$ cat src/htc_pkg.sv
// Shared types, codes and helpers for the heater thermostat controller
package htc_pkg;

    // Field widths
    localparam int TEMP_W   = 12;
    localparam int CALC_W   = 14;
    localparam int DEG_W    = 7;
    localparam int TIMER_W  = 16;
    localparam int DIGIT_W  = 10;
    localparam int CFG_IDX_W  = 3;
    localparam int CFG_DATA_W = 16;

    // Command codes
    localparam logic [1:0] CMD_KEY    = 2'd0;
    localparam logic [1:0] CMD_SAMPLE = 2'd1;
    localparam logic [1:0] CMD_TICK   = 2'd2;

    // Key codes (ASCII)
    localparam logic [7:0] KEY_A    = 8'h41;
    localparam logic [7:0] KEY_C    = 8'h43;
    localparam logic [7:0] KEY_HASH = 8'h23;
    localparam logic [7:0] KEY_0    = 8'h30;
    localparam logic [7:0] KEY_9    = 8'h39;

    // Entry status codes
    localparam logic [1:0] ST_NONE  = 2'd0;
    localparam logic [1:0] ST_COUNT = 2'd1;
    localparam logic [1:0] ST_RANGE = 2'd2;

    // Configuration register indexes
    localparam logic [CFG_IDX_W-1:0] CFG_TOLERANCE = 3'd0;
    localparam logic [CFG_IDX_W-1:0] CFG_DWELL     = 3'd1;
    localparam logic [CFG_IDX_W-1:0] CFG_MAX_DEG   = 3'd2;
    localparam logic [CFG_IDX_W-1:0] CFG_MARGIN    = 3'd3;
    localparam logic [CFG_IDX_W-1:0] CFG_REHEAT    = 3'd4;

    // Configuration reset values
    localparam logic [7:0]         TOL_RST    = 8'd64;
    localparam logic [TIMER_W-1:0] DWELL_RST  = 16'd5000;
    localparam logic [DEG_W-1:0]   MAXDEG_RST = 7'd125;
    localparam logic [4:0]         MARGIN_RST = 5'd5;
    localparam logic [7:0]         REHEAT_RST = 8'd8;

    // Timer saturation value and digit limits
    localparam logic [TIMER_W-1:0] TIMER_MAX  = 16'hFFFF;
    localparam logic [1:0]         DIGIT_MAX  = 2'd3;
    localparam logic [1:0]         DIGIT_MIN  = 2'd2;

    // Operating mode, one-hot
    typedef enum logic [4:0] {
        MODE_IDLE  = 5'b00001,
        MODE_HEAT  = 5'b00010,
        MODE_STAB  = 5'b00100,
        MODE_REACH = 5'b01000,
        MODE_OVER  = 5'b10000
    } mode_t;

    // Mode codes as seen on the result channel
    localparam logic [2:0] MODE_CODE_IDLE  = 3'd0;
    localparam logic [2:0] MODE_CODE_HEAT  = 3'd1;
    localparam logic [2:0] MODE_CODE_STAB  = 3'd2;
    localparam logic [2:0] MODE_CODE_REACH = 3'd3;
    localparam logic [2:0] MODE_CODE_OVER  = 3'd4;

    typedef struct packed {
        logic [7:0]         tolerance;
        logic [TIMER_W-1:0] dwell_ms;
        logic [DEG_W-1:0]   max_degrees;
        logic [4:0]         recover_margin;
        logic [7:0]         reheat_band;
    } cfg_t;

    typedef struct packed {
        logic [1:0]               command;
        logic [7:0]               key_code;
        logic signed [TEMP_W-1:0] sample;
        logic                     sample_valid;
    } item_t;

    typedef struct packed {
        logic             heater_on;
        logic [7:0]       servo_angle;
        logic [2:0]       mode;
        logic [DEG_W-1:0] target_out;
        logic [1:0]       entry_status;
        logic             entering;
    } result_t;

    function automatic logic [2:0] mode_code(input mode_t m);
        logic [2:0] code;
        case (m)
            MODE_IDLE:  code = MODE_CODE_IDLE;
            MODE_HEAT:  code = MODE_CODE_HEAT;
            MODE_STAB:  code = MODE_CODE_STAB;
            MODE_REACH: code = MODE_CODE_REACH;
            MODE_OVER:  code = MODE_CODE_OVER;
            default:    code = MODE_CODE_IDLE;
        endcase
        return code;
    endfunction

    // Whole degrees to signed sixteenths
    function automatic logic signed [CALC_W-1:0] deg16(input logic [DEG_W-1:0] d);
        return signed'({3'b000, d, 4'b0000});
    endfunction

    // Sign-extend a temperature to calculation width
    function automatic logic signed [CALC_W-1:0] temp_ext(input logic signed [TEMP_W-1:0] t);
        return signed'({{(CALC_W-TEMP_W){t[TEMP_W-1]}}, t});
    endfunction

    // Unsigned 8-bit band to calculation width
    function automatic logic signed [CALC_W-1:0] band_ext(input logic [7:0] b);
        return signed'({6'b000000, b});
    endfunction

    function automatic logic below_band(input logic signed [CALC_W-1:0] t,
                                        input logic signed [CALC_W-1:0] tgt,
                                        input logic [7:0] tol);
        return t < (tgt - band_ext(tol));
    endfunction

    function automatic logic in_band(input logic signed [CALC_W-1:0] t,
                                     input logic signed [CALC_W-1:0] tgt,
                                     input logic [7:0] tol);
        return (t >= (tgt - band_ext(tol))) && (t <= (tgt + band_ext(tol)));
    endfunction

endpackage

$ cat src/htc_cfg_regs.sv
// Configuration register file for the heater thermostat controller
module htc_cfg_regs (
    input  logic                              aclk,
    input  logic                              aresetn,
    input  logic                              cfg_valid,
    output logic                              cfg_ready,
    input  logic [htc_pkg::CFG_IDX_W-1:0]     cfg_index,
    input  logic [htc_pkg::CFG_DATA_W-1:0]    cfg_data,
    output htc_pkg::cfg_t                     cfg
);

    htc_pkg::cfg_t cfg_reg;
    htc_pkg::cfg_t cfg_next;

    // Always ready for a write
    assign cfg_ready = 1'b1;
    assign cfg       = cfg_reg;

    // Decode the write; unknown indexes are dropped
    always_comb begin
        cfg_next = cfg_reg;
        if (cfg_valid) begin
            case (cfg_index)
                htc_pkg::CFG_TOLERANCE: cfg_next.tolerance      = cfg_data[7:0];
                htc_pkg::CFG_DWELL:     cfg_next.dwell_ms       = cfg_data;
                htc_pkg::CFG_MAX_DEG:   cfg_next.max_degrees    = cfg_data[htc_pkg::DEG_W-1:0];
                htc_pkg::CFG_MARGIN:    cfg_next.recover_margin = cfg_data[4:0];
                htc_pkg::CFG_REHEAT:    cfg_next.reheat_band    = cfg_data[7:0];
                default:                cfg_next                = cfg_reg;
            endcase
        end
    end

    always_ff @(posedge aclk) begin
        if (!aresetn) begin
            cfg_reg.tolerance      <= htc_pkg::TOL_RST;
            cfg_reg.dwell_ms       <= htc_pkg::DWELL_RST;
            cfg_reg.max_degrees    <= htc_pkg::MAXDEG_RST;
            cfg_reg.recover_margin <= htc_pkg::MARGIN_RST;
            cfg_reg.reheat_band    <= htc_pkg::REHEAT_RST;
        end else begin
            cfg_reg <= cfg_next;
        end
    end

endmodule

$ cat src/htc_ctrl_core.sv
// Controller state and single-pass update logic for one transaction
module htc_ctrl_core (
    input  logic             aclk,
    input  logic             aresetn,
    input  logic             step_en,
    input  htc_pkg::item_t   item,
    input  htc_pkg::cfg_t    cfg,
    output htc_pkg::result_t result
);

    htc_pkg::mode_t                        mode_reg, mode_next;
    logic                                  heater_reg, heater_next;
    logic [7:0]                            servo_reg, servo_next;
    logic [htc_pkg::DEG_W-1:0]             target_reg, target_next;
    logic                                  running_reg, running_next;
    logic                                  entry_active_reg, entry_active_next;
    logic [htc_pkg::DIGIT_W-1:0]           digit_value_reg, digit_value_next;
    logic [1:0]                            digit_count_reg, digit_count_next;
    logic signed [htc_pkg::TEMP_W-1:0]     temperature_reg, temperature_next;
    logic [htc_pkg::TIMER_W-1:0]           mode_timer_reg, mode_timer_next;

    logic [1:0]                            status;
    logic signed [htc_pkg::CALC_W-1:0]     t_cur;
    logic signed [htc_pkg::CALC_W-1:0]     t_old;
    logic signed [htc_pkg::CALC_W-1:0]     tgt16;
    logic signed [htc_pkg::CALC_W-1:0]     tgt16_entry;
    logic signed [htc_pkg::CALC_W-1:0]     max16;
    logic signed [htc_pkg::CALC_W-1:0]     recover16;
    logic [3:0]                            digit;
    logic [htc_pkg::CALC_W-1:0]            digit_sum;

    // Operands for the compares
    always_comb begin
        t_old = htc_pkg::temp_ext(temperature_reg);
        t_cur = htc_pkg::temp_ext(
                    (item.command == htc_pkg::CMD_SAMPLE && item.sample_valid) ?
                    item.sample : temperature_reg);
        tgt16 = htc_pkg::deg16(target_reg);
        tgt16_entry = htc_pkg::deg16(digit_value_reg[htc_pkg::DEG_W-1:0]);
        max16 = htc_pkg::deg16(cfg.max_degrees);
        recover16 = max16 - signed'({5'b00000, cfg.recover_margin, 4'b0000});
        digit = 4'(item.key_code - htc_pkg::KEY_0);
        digit_sum = {digit_value_reg, 3'b000} + {3'b000, digit_value_reg, 1'b0}
                    + {10'd0, digit};
    end

    // Next state for the transaction
    always_comb begin
        mode_next         = mode_reg;
        heater_next       = heater_reg;
        servo_next        = servo_reg;
        target_next       = target_reg;
        running_next      = running_reg;
        entry_active_next = entry_active_reg;
        digit_value_next  = digit_value_reg;
        digit_count_next  = digit_count_reg;
        temperature_next  = temperature_reg;
        mode_timer_next   = mode_timer_reg;
        status            = htc_pkg::ST_NONE;

        if (item.command == htc_pkg::CMD_SAMPLE && item.sample_valid) begin
            temperature_next = item.sample;
        end

        case (item.command)
            htc_pkg::CMD_KEY: begin
                if (item.key_code == htc_pkg::KEY_A) begin
                    entry_active_next = 1'b1;
                    digit_value_next  = '0;
                    digit_count_next  = '0;
                end else if (item.key_code == htc_pkg::KEY_C) begin
                    running_next      = 1'b0;
                    target_next       = '0;
                    heater_next       = 1'b0;
                    servo_next        = '0;
                    entry_active_next = 1'b0;
                    mode_next         = htc_pkg::MODE_IDLE;
                end else if (item.key_code == htc_pkg::KEY_HASH && entry_active_reg) begin
                    if (digit_count_reg < htc_pkg::DIGIT_MIN) begin
                        digit_value_next = '0;
                        digit_count_next = '0;
                        status           = htc_pkg::ST_COUNT;
                    end else if (digit_value_reg == '0 ||
                                 digit_value_reg > {3'b000, cfg.max_degrees}) begin
                        digit_value_next = '0;
                        digit_count_next = '0;
                        status           = htc_pkg::ST_RANGE;
                    end else begin
                        target_next       = digit_value_reg[htc_pkg::DEG_W-1:0];
                        running_next      = 1'b1;
                        entry_active_next = 1'b0;
                        if (htc_pkg::below_band(t_old, tgt16_entry, cfg.tolerance)) begin
                            mode_next = htc_pkg::MODE_HEAT;
                        end else if (htc_pkg::in_band(t_old, tgt16_entry, cfg.tolerance)) begin
                            mode_next = htc_pkg::MODE_STAB;
                        end
                    end
                end else if (entry_active_reg && item.key_code >= htc_pkg::KEY_0 &&
                             item.key_code <= htc_pkg::KEY_9) begin
                    if (digit_count_reg < htc_pkg::DIGIT_MAX) begin
                        digit_value_next = digit_sum[htc_pkg::DIGIT_W-1:0];
                        digit_count_next = digit_count_reg + 2'd1;
                    end
                end
            end

            htc_pkg::CMD_SAMPLE: begin
                // Drive heater and servo from the mode held before this sample
                if (mode_reg == htc_pkg::MODE_OVER || !running_reg || target_reg == '0) begin
                    heater_next = 1'b0;
                    servo_next  = '0;
                end else begin
                    case (mode_reg)
                        htc_pkg::MODE_HEAT: begin
                            heater_next = 1'b1;
                            servo_next  = {1'b0, target_reg};
                        end
                        htc_pkg::MODE_STAB: begin
                            if (t_cur < tgt16) begin
                                heater_next = 1'b1;
                                servo_next  = {1'b0, target_reg};
                            end else begin
                                heater_next = 1'b0;
                            end
                        end
                        htc_pkg::MODE_REACH: begin
                            if (t_cur < tgt16 - htc_pkg::band_ext(cfg.reheat_band)) begin
                                heater_next = 1'b1;
                            end else if (t_cur >= tgt16) begin
                                heater_next = 1'b0;
                            end
                            servo_next = {1'b0, target_reg};
                        end
                        default: begin
                            heater_next = 1'b0;
                            servo_next  = '0;
                        end
                    endcase
                end

                // Advance the mode machine
                if (t_cur >= max16) begin
                    mode_next = htc_pkg::MODE_OVER;
                end else if (!running_reg || target_reg == '0) begin
                    mode_next = htc_pkg::MODE_IDLE;
                end else if (t_cur > tgt16 + htc_pkg::band_ext(cfg.tolerance)) begin
                    mode_next = htc_pkg::MODE_IDLE;
                end else begin
                    case (mode_reg)
                        htc_pkg::MODE_IDLE: begin
                            if (htc_pkg::below_band(t_cur, tgt16, cfg.tolerance)) begin
                                mode_next = htc_pkg::MODE_HEAT;
                            end else if (htc_pkg::in_band(t_cur, tgt16, cfg.tolerance)) begin
                                mode_next = htc_pkg::MODE_REACH;
                            end
                        end
                        htc_pkg::MODE_HEAT: begin
                            if (htc_pkg::in_band(t_cur, tgt16, cfg.tolerance)) begin
                                mode_next = htc_pkg::MODE_STAB;
                            end
                        end
                        htc_pkg::MODE_STAB: begin
                            if (mode_timer_reg >= cfg.dwell_ms &&
                                htc_pkg::in_band(t_cur, tgt16, cfg.tolerance)) begin
                                mode_next = htc_pkg::MODE_REACH;
                            end else if (htc_pkg::below_band(t_cur, tgt16, cfg.tolerance)) begin
                                mode_next = htc_pkg::MODE_HEAT;
                            end
                        end
                        htc_pkg::MODE_REACH: begin
                            if (htc_pkg::below_band(t_cur, tgt16, cfg.tolerance)) begin
                                mode_next = htc_pkg::MODE_HEAT;
                            end
                        end
                        htc_pkg::MODE_OVER: begin
                            if (t_cur < recover16) begin
                                if (htc_pkg::in_band(t_cur, tgt16, cfg.tolerance)) begin
                                    mode_next = htc_pkg::MODE_REACH;
                                end else if (htc_pkg::below_band(t_cur, tgt16,
                                                                 cfg.tolerance)) begin
                                    mode_next = htc_pkg::MODE_HEAT;
                                end else begin
                                    mode_next = htc_pkg::MODE_IDLE;
                                end
                            end
                        end
                        default: mode_next = mode_reg;
                    endcase
                end
            end

            htc_pkg::CMD_TICK: begin
                if (mode_timer_reg != htc_pkg::TIMER_MAX) begin
                    mode_timer_next = mode_timer_reg + 16'd1;
                end
            end

            default: begin
                mode_next = mode_reg;
            end
        endcase

        // Restart the timer on a real mode change
        if (mode_next != mode_reg) begin
            mode_timer_next = '0;
        end
    end

    // Result fields follow the updated state
    always_comb begin
        result.heater_on    = heater_next;
        result.servo_angle  = servo_next;
        result.mode         = htc_pkg::mode_code(mode_next);
        result.target_out   = target_next;
        result.entry_status = status;
        result.entering     = entry_active_next;
    end

    always_ff @(posedge aclk) begin
        if (!aresetn) begin
            mode_reg         <= htc_pkg::MODE_IDLE;
            heater_reg       <= 1'b0;
            servo_reg        <= '0;
            target_reg       <= '0;
            running_reg      <= 1'b0;
            entry_active_reg <= 1'b0;
            digit_value_reg  <= '0;
            digit_count_reg  <= '0;
            temperature_reg  <= '0;
            mode_timer_reg   <= '0;
        end else if (step_en) begin
            mode_reg         <= mode_next;
            heater_reg       <= heater_next;
            servo_reg        <= servo_next;
            target_reg       <= target_next;
            running_reg      <= running_next;
            entry_active_reg <= entry_active_next;
            digit_value_reg  <= digit_value_next;
            digit_count_reg  <= digit_count_next;
            temperature_reg  <= temperature_next;
            mode_timer_reg   <= mode_timer_next;
        end
    end

endmodule

$ cat src/heater_thermostat_controller.sv
// Heater thermostat controller top level: input stage, control core, result stage
//
// Usage:
//   s_ channel carries one transaction per keypad key, temperature sample or
//   millisecond tick (s_command selects which). Every accepted transaction
//   yields exactly one result on the m_ channel: heater level, servo angle,
//   mode, target, entry status and entry flag after that transaction.
//   cfg_ channel writes the five control registers by index; it is always
//   ready and should only be written while no transaction is in flight.
// Timing:
//   An accepted transaction passes the input register, then the result
//   register; its result is valid once the result register loads.
//   One transaction per cycle is sustained while m_ready stays high; the core
//   state updates in the same cycle the result register loads.
// Reset (aresetn low, synchronous): control registers return to their defaults, the
//   controller goes idle with target zero, and both stages empty.
// Back-pressure: while m_ready is low the result holds; one more transaction
//   is taken into the input register, then s_ready drops until the result
//   is taken.
module heater_thermostat_controller (
    input  logic                              aclk,
    input  logic                              aresetn,
    // input channel
    input  logic                              s_valid,
    output logic                              s_ready,
    input  logic [1:0]                        s_command,
    input  logic [7:0]                        s_key_code,
    input  logic signed [htc_pkg::TEMP_W-1:0] s_sample,
    input  logic                              s_sample_valid,
    // result channel
    output logic                              m_valid,
    input  logic                              m_ready,
    output logic                              m_heater_on,
    output logic [7:0]                        m_servo_angle,
    output logic [2:0]                        m_mode,
    output logic [htc_pkg::DEG_W-1:0]         m_target_out,
    output logic [1:0]                        m_entry_status,
    output logic                              m_entering,
    // configuration channel
    input  logic                              cfg_valid,
    output logic                              cfg_ready,
    input  logic [htc_pkg::CFG_IDX_W-1:0]     cfg_index,
    input  logic [htc_pkg::CFG_DATA_W-1:0]    cfg_data
);

    htc_pkg::cfg_t    cfg;
    htc_pkg::item_t   item_reg;
    htc_pkg::result_t core_result;
    htc_pkg::result_t result_reg;
    logic             in_valid_reg, in_valid_next;
    logic             m_valid_reg, m_valid_next;
    logic             advance;
    logic             s_take;

    htc_cfg_regs u_cfg_regs (
        .aclk      (aclk),
        .aresetn   (aresetn),
        .cfg_valid (cfg_valid),
        .cfg_ready (cfg_ready),
        .cfg_index (cfg_index),
        .cfg_data  (cfg_data),
        .cfg       (cfg)
    );

    htc_ctrl_core u_ctrl_core (
        .aclk    (aclk),
        .aresetn (aresetn),
        .step_en (advance),
        .item    (item_reg),
        .cfg     (cfg),
        .result  (core_result)
    );

    // Move the held transaction into the result stage when it has room
    assign advance = in_valid_reg && (!m_valid_reg || m_ready);
    assign s_ready = !in_valid_reg || advance;
    assign s_take  = s_valid && s_ready;

    always_comb begin
        in_valid_next = in_valid_reg;
        if (s_take) begin
            in_valid_next = 1'b1;
        end else if (advance) begin
            in_valid_next = 1'b0;
        end
        m_valid_next = advance || (m_valid_reg && !m_ready);
    end

    always_ff @(posedge aclk) begin
        if (!aresetn) begin
            in_valid_reg <= 1'b0;
            m_valid_reg  <= 1'b0;
        end else begin
            in_valid_reg <= in_valid_next;
            m_valid_reg  <= m_valid_next;
        end
    end

    // Payload registers
    always_ff @(posedge aclk) begin
        if (s_take) begin
            item_reg.command      <= s_command;
            item_reg.key_code     <= s_key_code;
            item_reg.sample       <= s_sample;
            item_reg.sample_valid <= s_sample_valid;
        end
        if (advance) begin
            result_reg <= core_result;
        end
    end

    assign m_valid        = m_valid_reg;
    assign m_heater_on    = result_reg.heater_on;
    assign m_servo_angle  = result_reg.servo_angle;
    assign m_mode         = result_reg.mode;
    assign m_target_out   = result_reg.target_out;
    assign m_entry_status = result_reg.entry_status;
    assign m_entering     = result_reg.entering;

endmodule

$ cat config.mk
export PLATFORM = sky130hd
export DESIGN_NAME = heater_thermostat_controller
export DESIGN_NICKNAME = d
export VERILOG_FILES = /design/src/htc_pkg.sv /design/src/htc_cfg_regs.sv /design/src/htc_ctrl_core.sv /design/src/heater_thermostat_controller.sv
export SDC_FILE = /design/constraint.sdc
export NUM_CORES = 1
export LEC_CHECK = 0
export ABC_AREA = 1
export BUFFER_PORTS_ARGS = -buffer_cell sky130_fd_sc_hd__buf_2
export CAP_MARGIN = 20
export CORE_ASPECT_RATIO = 2
export CORE_MARGIN = 1
export CORE_UTILIZATION = 50
export CTS_CLUSTER_DIAMETER = 200
export CTS_CLUSTER_SIZE = 10
export DETAILED_ROUTE_END_ITERATION = 8
export GPL_ROUTABILITY_DRIVEN = 1
export PLACE_DENSITY = 0.77
export SYNTH_ARGS = -nofsm -noshare
export SYNTH_HDL_FRONTEND = slang
export SYNTH_SLANG_ARGS = --single-unit
$ cat constraint.sdc
create_clock -name aclk -period 4 [get_ports aclk]
set_input_delay 0 -clock aclk [delete_from_list [all_inputs] [get_ports aclk]]
set_output_delay 0 -clock aclk [all_outputs]
set_load 0.02 [all_outputs]
Word-level counts from Yosys, hierarchy flattened --
Cells that the tools add are included.
Word-level totals: register bits after elaboration 154, input port bits 47, word-level logic and storage cells 199
Cells by class: add/subtract/negate cells 11, $lt $le $gt $ge 18, equal/unequal tests 24, mux-type cells 73, bitwise gates (word level) 3, reductions and logical operators 42
Operators with widths (count):
- $mux 5 | 17
- $mux 10 | 7
- $lt 12x12->1 | 5
- $ge 12x12->1 | 4
- $mux 16 | 3
- $mux 7 | 6
- $sub 11x8->12 | 3
- $mux 8 | 4
- $pmux 8 s2 | 2
- $le 12x13->1 | 2
- $pmux 5 s5 | 1
- $add 11x8->12 | 2
- $mux 1 | 19
- $mux 2 | 9
- $add 16x1->16 const B | 1
- $eq 8x7->1 const B | 2
- $ge 16x16->1 | 1
- $ne 16x16->1 const B | 1
- $gt 12x13->1 | 1
- $mux 12 | 1
- $pmux 3 s4 | 1
- $reduce_and 6->1 | 2
- $sub 11x9->12 | 1
- $add 10x10->10 | 1
- other kinds (39) | 75

Logic depth before layout (Yosys ltp) --
word-level depth 15, depth in mapped cells 33, gate-level depth less buffers 32

Cells and area by module --
Synthesis repeated with hierarchy kept, for this count alone.
Second synthesis, totals: cell total of the unflattened synthesis 1594, area total of the unflattened synthesis 11771.3 um^2
By module, submodules not included:
- htc_ctrl_core | instances 1, cells each 1281, area each 8525.7 um^2
- htc_cfg_regs | instances 1, cells each 255, area each 1799.2 um^2
- heater_thermostat_controller | instances 1, cells each 58, area each 1446.4 um^2

Worst setup path after synthesis --
Ideal clock, no wire load.
path type register to register, start point register u_ctrl_core.digit_value_reg[2] in the netlist's numbering, end point register u_ctrl_core.mode_timer_reg[14] in the netlist's numbering, setup time 0.067 ns, data arrival time 3.675 ns, slack 0.258 ns, cell stages (with the launch flop) 31, path buffers 2, clock period less this slack 3.742 ns, path through dfxtp_1 ha_1 clkbuf_1 a21oi_1 o21ai_0 a21oi_1 nor2_1 nor3_1 nand3_1 ha_1 nand4_1 nor2_1 nand2_1 nand3_1 nand2_1 nand2_1 inv_1 o21ai_1 nand2_1 nand2_1 nand2_1 nand3_2 nand2_1 nand2_1 inv_2 nor2_4 nand3_2 nand2_4 buf_8 nand3_2 a21oi_2
On the way: longest elaborated chain between the ends 14, elaborated cells on any way between the ends 22, classes of those cells 2 x add/sub; 4 x order compare; 1 x eq/ne; 9 x mux; 6 x reduce/logical
Ends and longest elaborated chain:
- start, declared | RTL line htc_ctrl_core.sv:17 | logic [htc_pkg::DIGIT_W-1:0] digit_value_reg, digit_value_next;
- start signal, assigned | RTL line htc_ctrl_core.sv:238 | digit_value_reg <= digit_value_next;
- $add 11x8->12 / $sub 11x8->12 (equally long branches) | RTL line htc_pkg.sv:126, htc_pkg.sv:120
- $le 12x13->1 / $ge 12x12->1 (equally long branches) | RTL line htc_pkg.sv:126 | return (t >= (tgt - band_ext(tol))) && (t <= (tgt + band_ext(tol)));
- $logic_and 1x1->1 | RTL line htc_pkg.sv:126
- $mux 5 | RTL line htc_ctrl_core.sv:94 | end else if (htc_pkg::in_band(t_old, tgt16_entry, cfg.tolerance)) begin
- $mux 5 | RTL line htc_ctrl_core.sv:92 | if (htc_pkg::below_band(t_old, tgt16_entry, cfg.tolerance)) begin
- $mux 5 * | RTL line htc_ctrl_core.sv:83 | end else if (digit_value_reg == '0 ||
- $mux 5 * | RTL line htc_ctrl_core.sv:79 | if (digit_count_reg < htc_pkg::DIGIT_MIN) begin
- $mux 5 * | RTL line htc_ctrl_core.sv:78 | end else if (item.key_code == htc_pkg::KEY_HASH && entry_active_reg) begin
- $mux 5 * | RTL line htc_ctrl_core.sv:71 | end else if (item.key_code == htc_pkg::KEY_C) begin
- $mux 5 * | RTL line htc_ctrl_core.sv:67 | if (item.key_code == htc_pkg::KEY_A) begin
- $pmux 5 s2 * | RTL line htc_ctrl_core.sv:65 | case (item.command)
- $ne 5x5->1 * | RTL line htc_ctrl_core.sv:204 | if (mode_next != mode_reg) begin
- $reduce_bool 2->1 (no source line)
- $reduce_and 3->1 (no source line)
- end signal, assigned | RTL line htc_ctrl_core.sv:241 | mode_timer_reg <= mode_timer_next;
- end, declared | RTL line htc_ctrl_core.sv:20 | logic [htc_pkg::TIMER_W-1:0] mode_timer_reg, mode_timer_next;
Every way passes the cells marked *; elsewhere a longest branch is shown, timed or not. A chain may end at the register's enable or synchronous reset.

Worst setup path in the final report --
start point register u_cfg_regs.cfg_reg, in the netlist u_cfg_regs.cfg[40], end point register u_ctrl_core.mode_timer_reg[9] in the netlist's numbering
On the way: longest elaborated chain between the ends 14, elaborated cells on any way between the ends 39, classes of those cells 4 x add/sub; 7 x order compare; 1 x eq/ne; 21 x mux; 6 x reduce/logical
Ends and longest elaborated chain:
- start, declared | RTL line htc_cfg_regs.sv:12 | htc_pkg::cfg_t cfg_reg;
- start signal, assigned | RTL line htc_cfg_regs.sv:42 | cfg_reg <= cfg_next;
- parallel branches: the longest is 10 deep, another holds $sub 11x8->12
- $pmux 5 s2 * | RTL line htc_ctrl_core.sv:65
- $ne 5x5->1 * | RTL line htc_ctrl_core.sv:204
- $reduce_bool 2->1 (no source line)
- $reduce_and 3->1 (no source line)
Every way passes the cells marked *.

==> impl_metrics.prom <==
# TYPE chip_impl_metric gauge
chip_impl_info{name="status",value="finished with violations"} 1
chip_impl_info{name="violations",value="setup timing"} 1
chip_impl_metric{name="worst_path_largest_cell_delay",unit="ns"} 0.36
chip_impl_info{name="synthTopCellsByArea",value="dfxtp_1 19%, ha_1 16%, edfxtp_1 12%, inv_1 8.1%, nand2_1 7.9%"} 1
chip_impl_info{name="path_class",value="reg2reg"} 1
chip_impl_metric{name="drt-vias-per-instance",unit=""} 5.68
chip_impl_metric{name="timing_max_transition_violations_final",unit=""} 0
chip_impl_metric{name="die_w",unit="µm"} 108
chip_impl_metric{name="gp_congestion",unit=""} 1.08
chip_impl_metric{name="fin_ws",unit="ns"} -0.0438
chip_impl_metric{name="maxCapViolations",unit=""} 0
chip_impl_metric{name="cp_data_arrival_time",unit="ns"} 4.43
chip_impl_metric{name="floorplan.io_pins",unit=""} 72
chip_impl_metric{name="synth_seq_area_share",unit=""} 0.312
chip_impl_metric{name="synth.ff_latch_count",unit=""} 154
chip_impl_metric{name="worst_clock_skew",unit="ns"} 0.0109
chip_impl_metric{name="global_route.usage.total",unit=""} 0.345
chip_impl_info{name="post-synth-top-area-cell",value="dfxtp_1"} 1
chip_impl_metric{name="holdWs",unit="ns"} 0.240
chip_impl_metric{name="initial_core_util",unit=""} 0.512
chip_impl_metric{name="overflow",unit=""} 0
chip_impl_metric{name="syn-num-nets",unit=""} 1704
chip_impl_metric{name="cts_max_level",unit=""} 4
chip_impl_info{name="most_common_cell_on_crit_path",value="nand2_1"} 1
chip_impl_metric{name="drtIter0Drc",unit=""} 514
chip_impl_metric{name="place_hpwl",unit="µm"} 28500
chip_impl_metric{name="cp.required",unit="ns"} 4.39
chip_impl_metric{name="crit_fanout",unit=""} 8
chip_impl_metric{name="cts_inserted_buffers",unit=""} 17
chip_impl_metric{name="final.min_clock_period",unit="ns"} 4.04
chip_impl_info{name="cp_slowest_cell",value="dfxtp_2"} 1
chip_impl_metric{name="worstMarginPinSlew",unit="ns"} 1.07
chip_impl_metric{name="fmax_achieved",unit="MHz"} 247
chip_impl_metric{name="place.detailed.instances",unit=""} 1918
chip_impl_metric{name="final_cells",unit=""} 2011
chip_impl_metric{name="synthDominantCellAreaShare",unit=""} 0.192
chip_impl_metric{name="clock_insertion_delay_at_the_later_pin_of_the_skew_report",unit="ns"} 0.46
chip_impl_metric{name="maxSlewHeadroom",unit=""} 0.290
chip_impl_metric{name="place.port_buffers",unit=""} 70
chip_impl_metric{name="nNetsFinal",unit=""} 1920
chip_impl_metric{name="fin_util",unit=""} 0.646
chip_impl_info{name="worstHoldStart",value="aresetn"} 1
chip_impl_metric{name="syn-mean-instance-area",unit="µm²"} 7.53
chip_impl_metric{name="cellLeakagePower",unit="nW"} 6.77
chip_impl_metric{name="reg2reg_setup_slack",unit="ns"} -0.04
chip_impl_metric{name="grt_max_degree",unit=""} 59
chip_impl_metric{name="report.final.setup_viol",unit=""} 15
chip_impl_metric{name="worst-r2r-cell-count",unit=""} 29
chip_impl_metric{name="dp_slack",unit="ns"} -0.337
chip_impl_info{name="worst_hold_path_type",value="in2reg"} 1
chip_impl_metric{name="post-route-drc-count",unit=""} 0
chip_impl_metric{name="hold_violation_total_from_the_final_report",unit=""} 0
chip_impl_metric{name="die_y",unit="µm"} 215
chip_impl_metric{name="std_cell_rows",unit=""} 77
chip_impl_info{name="cts_root_buffer",value="clkbuf_16"} 1
chip_impl_metric{name="detailed_place.area",unit="µm²"} 12600
chip_impl_metric{name="finalInstanceArea",unit="µm²"} 14300
chip_impl_info{name="crit_path_end_kind",value="register"} 1
chip_impl_metric{name="ir_worst_vdd",unit="µV"} 272
chip_impl_metric{name="numClockSinks",unit=""} 154
chip_impl_metric{name="whs_path_depth",unit=""} 2
chip_impl_info{name="startpoint_type",value="register"} 1
chip_impl_metric{name="ant_nets",unit=""} 0
chip_impl_metric{name="first_pass_iters",unit=""} 5
chip_impl_info{name="crit-reg2reg-launch",value="u_cfg_regs.cfg[40]"} 1
chip_impl_metric{name="drive_gt1_frac",unit=""} 0.218
chip_impl_metric{name="total_power",unit="mW"} 4.62
chip_impl_metric{name="grt_antenna_before_repair",unit=""} 0
chip_impl_metric{name="diodes",unit=""} 0
chip_impl_metric{name="routed_wl",unit="µm"} 38600
chip_impl_metric{name="synth_cell_type_count",unit=""} 53
chip_impl_info{name="worst_hold_path.endpoint",value="u_cfg_regs.cfg[3]"} 1
chip_impl_metric{name="cts.reportedPaths.clkPinSlew",unit="ns"} 0.07
chip_impl_metric{name="timing.final.crit_share",unit=""} 1.01
chip_impl_info{name="worst_r2r_endpoint",value="u_ctrl_core.mode_timer_reg[9]"} 1
chip_impl_metric{name="yosys_warnings",unit=""} 0
chip_impl_metric{name="global_route_wire_length_before_repair",unit="µm"} 59800
chip_impl_metric{name="cts.path.max_buffers",unit=""} 2
chip_impl_metric{name="wl_per_cell",unit="µm"} 19.2
chip_impl_metric{name="synth.cell_area",unit="µm²"} 11300
chip_impl_info{name="cts_tree",value="yes"} 1
chip_impl_metric{name="cellPowerDensity",unit="nW/µm²"} 323
chip_impl_info{name="synth_flop_cell",value="dfxtp_1"} 1
chip_impl_info{name="worstSetupStartpoint",value="u_cfg_regs.cfg[40]"} 1
chip_impl_metric{name="area_delta_synth_final",unit="%"} 26.3
chip_impl_metric{name="synthCells",unit=""} 1506
chip_impl_info{name="rsz0062_at_grt",value="true"} 1
chip_impl_metric{name="placeableCoreArea",unit="µm²"} 22200
chip_impl_metric{name="number_of_global_route_vias_before_repair",unit=""} 11595
chip_impl_metric{name="design.die.area",unit="µm²"} 23300
chip_impl_metric{name="async_flop_share",unit=""} 0
chip_impl_metric{name="largest_register_ffs",unit=""} 44
chip_impl_metric{name="vias",unit=""} 11426
chip_impl_metric{name="finalSetupTns",unit="ns"} -0.309
chip_impl_metric{name="number_of_flops_mapped_to_enable_cells_by_yosys",unit=""} 45
## cells in the mapped netlist (9+ instances only)
cell type	instances
nor2_1	91
o211ai_1	20
dfxtp_1	109
xor2_1	40
edfxtp_1	45
nand2_2	9
clkbuf_1	24
a21oi_1	157
xnor2_1	10
o21ai_0	110
nand2_1	240
ha_1	146
nand4_1	39
nand3_1	75
nand3_2	10
inv_1	246
inv_2	11
nor3_1	28
## repair_timing
action                                  in CTS  in global routing
hold buffers                                48                  0
pin swaps                                   34                 68
endpoints found under the setup margin      19                 20
cloned                                       2                  0
setup buffers                                7                  4
hold endpoints to repair                    67                  0
gates resized for setup                     54                 85
## worst max path at each step
stage | end | slack (ns) | cells after the start
after detailed placement | u_ctrl_core.mode_timer_reg[11] | -0.34 | 28
after global routing | u_ctrl_core.mode_timer_reg[13] | -0.28 | 29
after floorplan | u_ctrl_core.mode_timer_reg[14] | 0.26 | 30
after CTS | u_ctrl_core.mode_timer_reg[13] | 0.003 | 26
final | u_ctrl_core.mode_timer_reg[9] | -0.04 | 29
after global placement | u_ctrl_core.mode_timer_reg[13] | -0.31 | 28
## kinds of logic after synthesis
family                   count (synthesis)  synth area share
other                                    1          0.000331
AO/OA/AOI/OAI                          332             0.162
AND/OR/NAND/NOR                        521             0.213
flip-flops                             154             0.312
XOR/XNOR                                50            0.0386
buffers and inverters                  297             0.104
adder cells (fa/ha/maj)                151             0.170
## layer usage
| layer | share of wire | global-route usage |
|---|---|---|
| met5 | 0 | 0 |
| met4 | 0.096 | 0.296 |
| met3 | 0.045 | 0.0625 |
| met2 | 0.53 | 0.629 |
| met1 | 0.33 | 0.316 |
## report_power, final
part	switching (mW)	internal [mW]
clock network	0.705	0.898
registers	0.0542	1.68
logic	0.788	0.498
total	1.55	3.07
## cell usage in the layout, fill, tap and decap left out, drive strengths merged
master	count
fa	5
a21oi	165
dlygate4sd3	48
a31o	1
clkinvlp	2
o211a	1
ha	146
a21o	2
buf	183
nor3b	2
o21bai	5
nand3b	3
o22ai	7
o211ai	21
nor2	102
edfxtp	45
conb	1
a211oi	2
nand4	39
nor4	8
nand3	85
clkbuf	20
inv	261
xnor2	10
clkinv	9
xor2	40
or2	2
o31ai	7
a221oi	1
bufinv	1
a31oi	2
dfxtp	109
o21a	3
nand2	253
nor3	29
o21ai	115
## critical path: cells and delay by family (launching register included)
| family | cells | cell delay (ns) |
|---|---|---|
| flops | 1 | 0.36 |
| fa+ha+maj | 2 | 0.59 |
| buf+inv | 3 | 0.19 |
| xor+xnor | 1 | 0.15 |
| compound gates | 5 | 0.82 |
| simple gates | 18 | 1.86 |
## cell type report
class | instances | area (µm²)
Clock buffer | 20 | 458
Tap cell | 276 | 345
Clock inverter | 12 | 115
Fill cell | 1958 | 7840
Sequential cell | 154 | 3550
Inverter | 261 | 995
Multi-Input combinational cell | 1057 | 7150
Timing Repair Buffer | 231 | 1710
(Power assumes the default switching activity.)
